File: src/hdl/spq_pkg.sv
// ---------------------------------------------------------------------------
// spq_pkg
// Types and constants shared by the sorted priority queue, its cells, its
// channel interfaces and its checker.
// ---------------------------------------------------------------------------
`default_nettype none

package spq_pkg;

   // payload widths fixed by the item format
   localparam int DATA_W       = 32;
   localparam int COUNT_W      = 5;
   localparam int DEF_CAPACITY = 16;

   // queue operations
   typedef enum logic [1:0] {
      OP_PUSH     = 2'd0,
      OP_POP      = 2'd1,
      OP_REMOVE   = 2'd2,
      OP_CONTAINS = 2'd3
   } op_type;

   // result status codes
   typedef enum logic [1:0] {
      ST_OK        = 2'd0,
      ST_EMPTY     = 2'd1,
      ST_NOT_FOUND = 2'd2,
      ST_FULL      = 2'd3
   } status_type;

   // what every cell does in the apply cycle
   typedef enum logic [1:0] {
      CMD_HOLD   = 2'd0,
      CMD_INSERT = 2'd1,
      CMD_POP    = 2'd2,
      CMD_DELETE = 2'd3
   } cell_cmd_type;

   // broadcast from the controller to the row of cells
   typedef struct packed {
      logic                     probe;
      cell_cmd_type             cmd;
      logic signed [DATA_W-1:0] value;
   } cell_ctl_type;

endpackage : spq_pkg

`default_nettype wire

File: src/hdl/spq_req_if.sv
// ---------------------------------------------------------------------------
// spq_req_if
// Request channel of the priority queue: opcode and value with valid/ready.
// ---------------------------------------------------------------------------
`default_nettype none

interface spq_req_if;
   logic                             valid;
   logic                             ready;
   spq_pkg::op_type                  opcode;
   logic signed [spq_pkg::DATA_W-1:0] value;

   modport source (output valid, output opcode, output value, input ready);
   modport sink   (input valid, input opcode, input value, output ready);
endinterface : spq_req_if

`default_nettype wire

File: src/hdl/spq_rsp_if.sv
// ---------------------------------------------------------------------------
// spq_rsp_if
// Response channel of the priority queue: one result item per request item.
// ---------------------------------------------------------------------------
`default_nettype none

interface spq_rsp_if;
   logic                               valid;
   logic                               ready;
   logic signed [spq_pkg::DATA_W-1:0]  popped_value;
   spq_pkg::status_type                status;
   logic                               found;
   logic [spq_pkg::COUNT_W-1:0]        count;

   modport source (output valid, output popped_value, output status, output found,
                   output count, input ready);
   modport sink   (input valid, input popped_value, input status, input found,
                   input count, output ready);
endinterface : spq_rsp_if

`default_nettype wire

File: src/hdl/spq_cell.sv
// ---------------------------------------------------------------------------
// spq_cell
// One slot of the sorted row: holds an entry and its occupancy, compares it
// against the broadcast value, and shifts toward either neighbor on command.
// ---------------------------------------------------------------------------
`default_nettype none

module spq_cell (
   input  wire                                clock,
   input  wire                                reset,
   input  wire spq_pkg::cell_ctl_type         ctl,
   input  wire logic signed [spq_pkg::DATA_W-1:0] left_value,
   input  wire                                left_valid,
   input  wire                                left_ins,
   input  wire logic signed [spq_pkg::DATA_W-1:0] right_value,
   input  wire                                right_valid,
   output logic signed [spq_pkg::DATA_W-1:0]  value_out,
   output logic                               valid_out,
   output logic                               ins_out,
   output logic                               eq_out
);

   logic signed [spq_pkg::DATA_W-1:0] value_ff, value_in;
   logic                              valid_ff, valid_in;
   logic                              ins_ff, ins_in;
   logic                              eq_ff, eq_in;

   // probe: is this slot at or past the place of the value, does it match
   always_comb begin
      ins_in = ins_ff;
      eq_in  = eq_ff;
      if (ctl.probe) begin
         ins_in = !(valid_ff && (value_ff > ctl.value));
         eq_in  = valid_ff && (value_ff == ctl.value);
      end
   end

   // apply: shift right for insert, shift left for pop and delete
   always_comb begin
      value_in = value_ff;
      valid_in = valid_ff;
      case (ctl.cmd)
         spq_pkg::CMD_INSERT: begin
            if (left_ins) begin
               value_in = left_value;
               valid_in = left_valid;
            end else if (ins_ff) begin
               value_in = ctl.value;
               valid_in = 1'b1;
            end
         end
         spq_pkg::CMD_POP: begin
            value_in = right_value;
            valid_in = right_valid;
         end
         spq_pkg::CMD_DELETE: begin
            if (ins_ff) begin
               value_in = right_value;
               valid_in = right_valid;
            end
         end
         default: begin
            value_in = value_ff;
            valid_in = valid_ff;
         end
      endcase
   end

   // entry storage
   always_ff @(posedge clock) begin
      value_ff <= value_in;
   end

   // occupancy and probe flags
   always_ff @(posedge clock) begin
      if (reset) begin
         valid_ff <= 1'b0;
         ins_ff   <= 1'b0;
         eq_ff    <= 1'b0;
      end else begin
         valid_ff <= valid_in;
         ins_ff   <= ins_in;
         eq_ff    <= eq_in;
      end
   end

   assign value_out = value_ff;
   assign valid_out = valid_ff;
   assign ins_out   = ins_ff;
   assign eq_out    = eq_ff;

endmodule : spq_cell

`default_nettype wire

File: src/hdl/sorted_priority_queue.sv
// ---------------------------------------------------------------------------
// sorted_priority_queue
// Bounded max-first priority queue of signed 32-bit values, held sorted in a
// row of compare-and-shift cells.
// ---------------------------------------------------------------------------
// Usage:
//   req_chan carries one operation per item: push, pop largest, remove one
//   copy of a value, or a contains query. rsp_chan returns exactly one result
//   item per request: popped value, status, found flag and the entry count.
//   Per item: in the accept cycle every cell compares its
//   entry with the value; in the next cycle the controller ORs the match
//   flags of the row and the cells shift at once where the operation changes
//   the row. The result is registered and appears on rsp_chan the cycle after
//   that; a new item is taken only once the previous one is applied, and only
//   while results are drained.
//   The result register decouples the sides: a new item is taken while the
//   previous result is being taken in the same cycle. If the receiver stalls,
//   the result holds and req_chan.ready stays low until it is taken.
//   Reset empties every cell and clears the count at once; no clearing
//   pass is run.
// ---------------------------------------------------------------------------
`default_nettype none

module sorted_priority_queue #(
   parameter int CAPACITY = spq_pkg::DEF_CAPACITY
) (
   input wire        clock,
   input wire        reset,
   spq_req_if.sink   req_chan,
   spq_rsp_if.source rsp_chan
);

   localparam int CNT_W = $clog2(CAPACITY + 1);

   typedef enum logic [1:0] {
      S_IDLE = 2'b01,
      S_EXEC = 2'b10
   } state_type;

   state_type                         state_ff, state_in;
   spq_pkg::op_type                   op_ff, op_in;
   logic signed [spq_pkg::DATA_W-1:0] value_ff, value_in;
   logic [CNT_W-1:0]                  count_ff, count_in;
   logic                              rsp_valid_ff, rsp_valid_in;
   logic signed [spq_pkg::DATA_W-1:0] popped_ff, popped_in;
   spq_pkg::status_type               status_ff, status_in;
   logic                              found_ff, found_in;

   spq_pkg::cell_ctl_type             ctl;
   spq_pkg::cell_cmd_type             cmd;
   logic                              accept;
   logic                              any_match;
   logic                              full;
   logic                              empty;

   logic signed [spq_pkg::DATA_W-1:0] cell_value [CAPACITY];
   logic                              cell_valid [CAPACITY];
   logic                              cell_ins   [CAPACITY];
   logic [CAPACITY-1:0]               cell_eq;

   // handshake
   assign req_chan.ready = (state_ff == S_IDLE) && (!rsp_valid_ff || rsp_chan.ready);
   assign accept         = req_chan.valid && req_chan.ready;

   // row status
   assign any_match = |cell_eq;
   assign full      = (count_ff == CNT_W'(CAPACITY));
   assign empty     = (count_ff == '0);

   // broadcast to the cells
   always_comb begin
      ctl.probe = accept;
      ctl.cmd   = cmd;
      ctl.value = accept ? req_chan.value : value_ff;
   end

   // row of cells
   for (genvar g = 0; g < CAPACITY; g++) begin : g_cell
      logic signed [spq_pkg::DATA_W-1:0] lv, rv;
      logic                              lval, lins, rval;
      if (g == 0) begin : g_head
         assign lv   = '0;
         assign lval = 1'b0;
         assign lins = 1'b0;
      end else begin : g_mid
         assign lv   = cell_value[g-1];
         assign lval = cell_valid[g-1];
         assign lins = cell_ins[g-1];
      end
      if (g == CAPACITY - 1) begin : g_tail
         assign rv   = cell_value[g];
         assign rval = 1'b0;
      end else begin : g_body
         assign rv   = cell_value[g+1];
         assign rval = cell_valid[g+1];
      end
      spq_cell u_cell (
         .clock       (clock),
         .reset       (reset),
         .ctl         (ctl),
         .left_value  (lv),
         .left_valid  (lval),
         .left_ins    (lins),
         .right_value (rv),
         .right_valid (rval),
         .value_out   (cell_value[g]),
         .valid_out   (cell_valid[g]),
         .ins_out     (cell_ins[g]),
         .eq_out      (cell_eq[g])
      );
   end

   // operation decode in the apply cycle
   always_comb begin
      state_in     = state_ff;
      op_in        = op_ff;
      value_in     = value_ff;
      count_in     = count_ff;
      rsp_valid_in = rsp_valid_ff && !rsp_chan.ready;
      popped_in    = popped_ff;
      status_in    = status_ff;
      found_in     = found_ff;
      cmd          = spq_pkg::CMD_HOLD;
      unique case (state_ff)
         S_IDLE: begin
            if (accept) begin
               op_in    = req_chan.opcode;
               value_in = req_chan.value;
               state_in = S_EXEC;
            end
         end
         S_EXEC: begin
            state_in     = S_IDLE;
            rsp_valid_in = 1'b1;
            popped_in    = '0;
            status_in    = spq_pkg::ST_OK;
            found_in     = 1'b0;
            case (op_ff)
               spq_pkg::OP_PUSH: begin
                  if (full) begin
                     status_in = spq_pkg::ST_FULL;
                  end else begin
                     cmd      = spq_pkg::CMD_INSERT;
                     count_in = count_ff + CNT_W'(1);
                  end
               end
               spq_pkg::OP_POP: begin
                  if (empty) begin
                     status_in = spq_pkg::ST_EMPTY;
                  end else begin
                     cmd       = spq_pkg::CMD_POP;
                     popped_in = cell_value[0];
                     count_in  = count_ff - CNT_W'(1);
                  end
               end
               spq_pkg::OP_REMOVE: begin
                  if (any_match) begin
                     cmd      = spq_pkg::CMD_DELETE;
                     found_in = 1'b1;
                     count_in = count_ff - CNT_W'(1);
                  end else begin
                     status_in = spq_pkg::ST_NOT_FOUND;
                  end
               end
               default: begin
                  if (any_match) begin
                     found_in = 1'b1;
                  end else begin
                     status_in = spq_pkg::ST_NOT_FOUND;
                  end
               end
            endcase
         end
         default: begin
            state_in = S_IDLE;
         end
      endcase
   end

   // control registers
   always_ff @(posedge clock) begin
      if (reset) begin
         state_ff     <= S_IDLE;
         count_ff     <= '0;
         rsp_valid_ff <= 1'b0;
      end else begin
         state_ff     <= state_in;
         count_ff     <= count_in;
         rsp_valid_ff <= rsp_valid_in;
      end
   end

   // payload registers
   always_ff @(posedge clock) begin
      op_ff     <= op_in;
      value_ff  <= value_in;
      popped_ff <= popped_in;
      status_ff <= status_in;
      found_ff  <= found_in;
   end

   // result channel
   assign rsp_chan.valid        = rsp_valid_ff;
   assign rsp_chan.popped_value = popped_ff;
   assign rsp_chan.status       = status_ff;
   assign rsp_chan.found        = found_ff;
   assign rsp_chan.count        = spq_pkg::COUNT_W'(count_ff);

endmodule : sorted_priority_queue

`default_nettype wire

File: src/flat_wrapper.sv
// flat-port wrapper written by rule: the top's interface ports become plain ports
module sorted_priority_queue_flat 
#(
   parameter int CAPACITY = spq_pkg::DEF_CAPACITY
)
  (clock, reset, req_chan_valid, req_chan_opcode, req_chan_value, req_chan_ready, rsp_chan_valid, rsp_chan_popped_value, rsp_chan_status, rsp_chan_found, rsp_chan_count, rsp_chan_ready);
  spq_req_if req_chan_i ();
  spq_rsp_if rsp_chan_i ();
  input wire clock;
  input wire reset;
  input wire logic [$bits(req_chan_i.valid)-1:0] req_chan_valid;
  input wire logic [$bits(req_chan_i.opcode)-1:0] req_chan_opcode;
  input wire logic [$bits(req_chan_i.value)-1:0] req_chan_value;
  output wire logic [$bits(req_chan_i.ready)-1:0] req_chan_ready;
  output wire logic [$bits(rsp_chan_i.valid)-1:0] rsp_chan_valid;
  output wire logic [$bits(rsp_chan_i.popped_value)-1:0] rsp_chan_popped_value;
  output wire logic [$bits(rsp_chan_i.status)-1:0] rsp_chan_status;
  output wire logic [$bits(rsp_chan_i.found)-1:0] rsp_chan_found;
  output wire logic [$bits(rsp_chan_i.count)-1:0] rsp_chan_count;
  input wire logic [$bits(rsp_chan_i.ready)-1:0] rsp_chan_ready;
  assign req_chan_i.valid = req_chan_valid;
  assign req_chan_i.opcode = req_chan_opcode;
  assign req_chan_i.value = req_chan_value;
  assign req_chan_ready = req_chan_i.ready;
  assign rsp_chan_valid = rsp_chan_i.valid;
  assign rsp_chan_popped_value = rsp_chan_i.popped_value;
  assign rsp_chan_status = rsp_chan_i.status;
  assign rsp_chan_found = rsp_chan_i.found;
  assign rsp_chan_count = rsp_chan_i.count;
  assign rsp_chan_i.ready = rsp_chan_ready;
  sorted_priority_queue #(.CAPACITY(CAPACITY)) u_core (.clock(clock), .reset(reset), .req_chan(req_chan_i), .rsp_chan(rsp_chan_i));
endmodule
File: config.mk
export PLATFORM = sky130hd
export DESIGN_NAME = sorted_priority_queue_flat
export DESIGN_NICKNAME = d
export VERILOG_FILES = /design/src/hdl/spq_pkg.sv /design/src/hdl/spq_req_if.sv /design/src/hdl/spq_rsp_if.sv /design/src/hdl/spq_cell.sv /design/src/hdl/sorted_priority_queue.sv /design/src/flat_wrapper.sv
export SDC_FILE = /design/constraint.sdc
export NUM_CORES = 2
export LEC_CHECK = 0
export BUFFER_PORTS_ARGS = -buffer_cell sky130_fd_sc_hd__buf_4
export CELL_PAD_IN_SITES_DETAIL_PLACEMENT = 1
export CELL_PAD_IN_SITES_GLOBAL_PLACEMENT = 1
export CORE_MARGIN = 1.5
export CORE_UTILIZATION = 54
export DETAILED_ROUTE_END_ITERATION = 8
export PLACE_DENSITY_LB_ADDON = 0.15
export SYNTH_ARGS = -nofsm -noshare
export SYNTH_HDL_FRONTEND = slang
export SYNTH_SLANG_ARGS = --single-unit
File: constraint.sdc
create_clock -name clock -period 7.5 [get_ports clock]
set_clock_uncertainty 0.15 [all_clocks]
set_input_delay 1.5 -clock clock [delete_from_list [all_inputs] [get_ports clock]]
set_output_delay 1.5 -clock clock [all_outputs]
set_load 0.1 [all_outputs]
==> flow_summary.toml <==
[power]
cellLeakagePower_nw = 18.7
p_per_area_nw_per_um2 = 222
irDropWorstVdd_mv = 0.178

[drt]
routed_via_density = 6.56
vias = 34800
wirelength_um = 137000
drt-initial-drc-count = 3008
wl_per_cell_um = 25.9
drt_pass1_iterations = 6
postRouteAntennaNets = 0
drc = 0

[synthesis]
syn-cell-area_um2 = 43400
ys_seq_area_share_pct = 42.8
syn_nets = 4756
synth-seq-cells = 637
avgSynthCellArea_um2 = 10.3
synth_warnings = 0
yosys_most_used_dff = "edfxtp_1"
yosysUniqueCellTypes = 76
syn_inst = 4214
synth-edff-count = 581
async_flop_share_pct = 0

[critical_path]
crit_chain = "buf_4 > nor2b_1 > nor2_1 > nand2_1 > inv_2 > buf_4 > mux2_2 > inv_1 > ha_1 > a21oi_1 > o21ai_0 > or2_2 > o311ai_0 > a21oi_1 > nor4_2"
arrival_ns = 6.50
path_class = "input pin to flop"
end_kind = "flop"
cpPeakStageDelay_ns = 0.64
cp_data_required_time_ns = 7.88
slowest_stage = "inv_1"
crit_fanout = 26
crit_path_start_kind = "input pin"

[placement]
port_buffers = 79
gp_congestion = 0.903
hpwlAfterDp_um = 100000

[timing]
max_slew_margin_pct = 16.0
hold_viol = 0
rsz0062_at_grt = "false"
timing_max_transition_violations_final = 0
hold_slack_ns = 0.342
fin_crit_ns = 6.12
post-route-period-util_pct = 81.6
fin_tns_setup_ns = 0
clock.fmax_ghz = 0.163
worst_slew_pin_slew_ns = 1.26
setup_viol = 0

[clock_tree]
root_buffer = "clkbuf_16"
post_cts_resized = 0
cts_tree = "yes"
cts-buffers-inserted = 76
cts_buffer_depth = 3
worst_skew_pair.late_latency_ns = 0.64
clock-sinks = 637
h-tree-depth = 3
postCtsSetupBuffers = 0
cts_hold_buf = 0
clk_pin_slew_ns = 0.06

[grt]
grt_max_degree = 203
grt.total_usage_pct = 32.9
overflow = 0
antenna_found_initial = 1
grt_pass1_vias = 36500
grt_pass1_wl_um = 211000

[final_layout]
drive_gt1_share_pct = 9.59
num-nets-final = 4725
syn_to_final_growth_pct = 8.99
fillers = 8568
diodes = 0

[floorplanning]
floorplan.initialDensity_pct = 54.7
die_y_um = 286
core-area_um2 = 79300
die_x_um = 286
die_area_um2 = 82100
io_pins = 80
rows = 103

[run]
maxCapViolCount = 0

[hold_path]
hold_path_class = "flop to flop"

[outcome]
outcome = "completed"
[worst paths after layout]
| path | startpoint | endpoint | slack [ns] | depth (start not counted) |
|---|---|---|---|---|
| min | u_core.g_cell[6].u_cell.eq_out | u_core.g_cell[6].u_cell.eq_out | 0.34 | 2 |
| max | rsp_chan_ready | u_core.g_cell[1].u_cell.ins_out | 1.38 | 15 |
| min reg2reg | u_core.g_cell[6].u_cell.eq_out | u_core.g_cell[6].u_cell.eq_out | 0.34 | 2 |
| max reg2reg | u_core.state_ff[1] | u_core.g_cell[1].u_cell.ins_out | 1.65 | 15 |
[per-stage QoR]
step / std cells / setup WS [ns] / power [mW] / util, % / cell area (um2)
after floorplan: 4214 / 0.446 / 5.96 / - / 43400
after global placement: 5155 / 1.04 / 6.59 / 56.6 / 44800
after global routing: 5296 / 1.19 / 10.9 / 59.7 / 47300
after CTS: 5296 / 1.53 / 10.5 / 59.7 / 47300
after detailed placement: 5155 / 0.868 / 6.73 / 56.6 / 44800
final: 5296 / 1.38 / 10.5 / 59.7 / 47300
[report_power, final]
group / internal, mW / switching, mW / leakage, nW
sequential: 4.05 / 0.0414 / 5.76
combinational: 0.995 / 1.65 / 11.7
clock: 2.16 / 1.61 / 1.20
[layout make-up]
cell class                      count  area (um2)  area share [%]
Inverter                          120         450           0.953
Clock inverter                     44         390           0.826
Timing Repair Buffer              129        1030            2.18
Tap cell                         1050        1310            2.78
Multi-Input combinational cell   3219       23500            49.6
Clock buffer                       97        2060            4.37
Sequential cell                   637       18600            39.3
[synthesized netlist by cell type (16+ instances only)]
library cell / n / area (um2)
dfxtp_1: 56 / 1120
ha_1: 503 / 6290
o211a_1: 21 / 210
or3b_2: 31 / 272
nand2_1: 125 / 469
buf_2: 135 / 676
nor4_1: 38 / 238
edfxtp_1: 581 / 17400
o21a_1: 23 / 173
nor2_1: 638 / 2390
o221ai_1: 16 / 140
and2_1: 34 / 213
nor3_1: 18 / 90.1
a21o_1: 25 / 188
o21ai_0: 59 / 295
nand3_1: 61 / 305
mux2i_1: 451 / 4510
a211oi_1: 41 / 308
nor2b_1: 23 / 144
clkbuf_1: 95 / 357
inv_1: 114 / 428
a2111oi_0: 24 / 210
mux2_2: 76 / 856
a21oi_1: 675 / 3380
and4_1: 18 / 158
nand4_1: 118 / 738
o211ai_1: 28 / 210
[cell families after synthesis]
group	share of synthesized area [%]
xor gates and xnor gates	0.101
and+or+nand+nor	12.7
muxes	12.4
AOI/OAI and AO/OA	14.0
adders and majority gates	14.6
DFF	42.8
buffers and inverters	3.49
[placed cells by master (no fill, tap or decap), drive strengths merged, types with 41 or more instances in the layout]
cell type | Yosys | layout
mux2 | 76 | 76
nor4 | 41 | 41
nand4 | 119 | 119
clkbuf | 95 | 97
nand3 | 61 | 61
a211oi | 41 | 41
a21oi | 675 | 675
o21ai | 60 | 60
buf | 143 | 129
mux2i | 451 | 451
nor2 | 639 | 639
nand2 | 125 | 125
edfxtp | 581 | 581
dfxtp | 56 | 56
ha | 503 | 503
inv | 119 | 125
[sequential cells by signal, indices dropped and copies added, names as in the netlist]
name                            count
u_core.state_ff                     2
u_core.g_cell.u_cell.eq_out        16
u_core.value_ff                    32
u_core.rsp_chan.count               5
u_core.rsp_chan.valid               1
u_core.rsp_chan.found               1
u_core.g_cell.u_cell.ins_out       16
u_core.g_cell.u_cell.value_out    512
u_core.rsp_chan.status              2
u_core.g_cell.u_cell.valid_out     16
u_core.op_ff                        2
u_core.rsp_chan.popped_value       32
[critical path: cells and delay by family]
kind	cells	cell delay, ns
compound gates	4	1.16
buf+inv	4	1.73
simple gates	5	1.07
mux	1	0.56
fa+ha+maj	1	0.39
[metal layers]
metal	wire length [um]	GRT usage, %
met5	17	0
met4	4910	12.1
met3	6790	3.99
met2	66000	55.2
met1	59500	43.7
No activity file was read; power rests on OpenSTA's default activity.
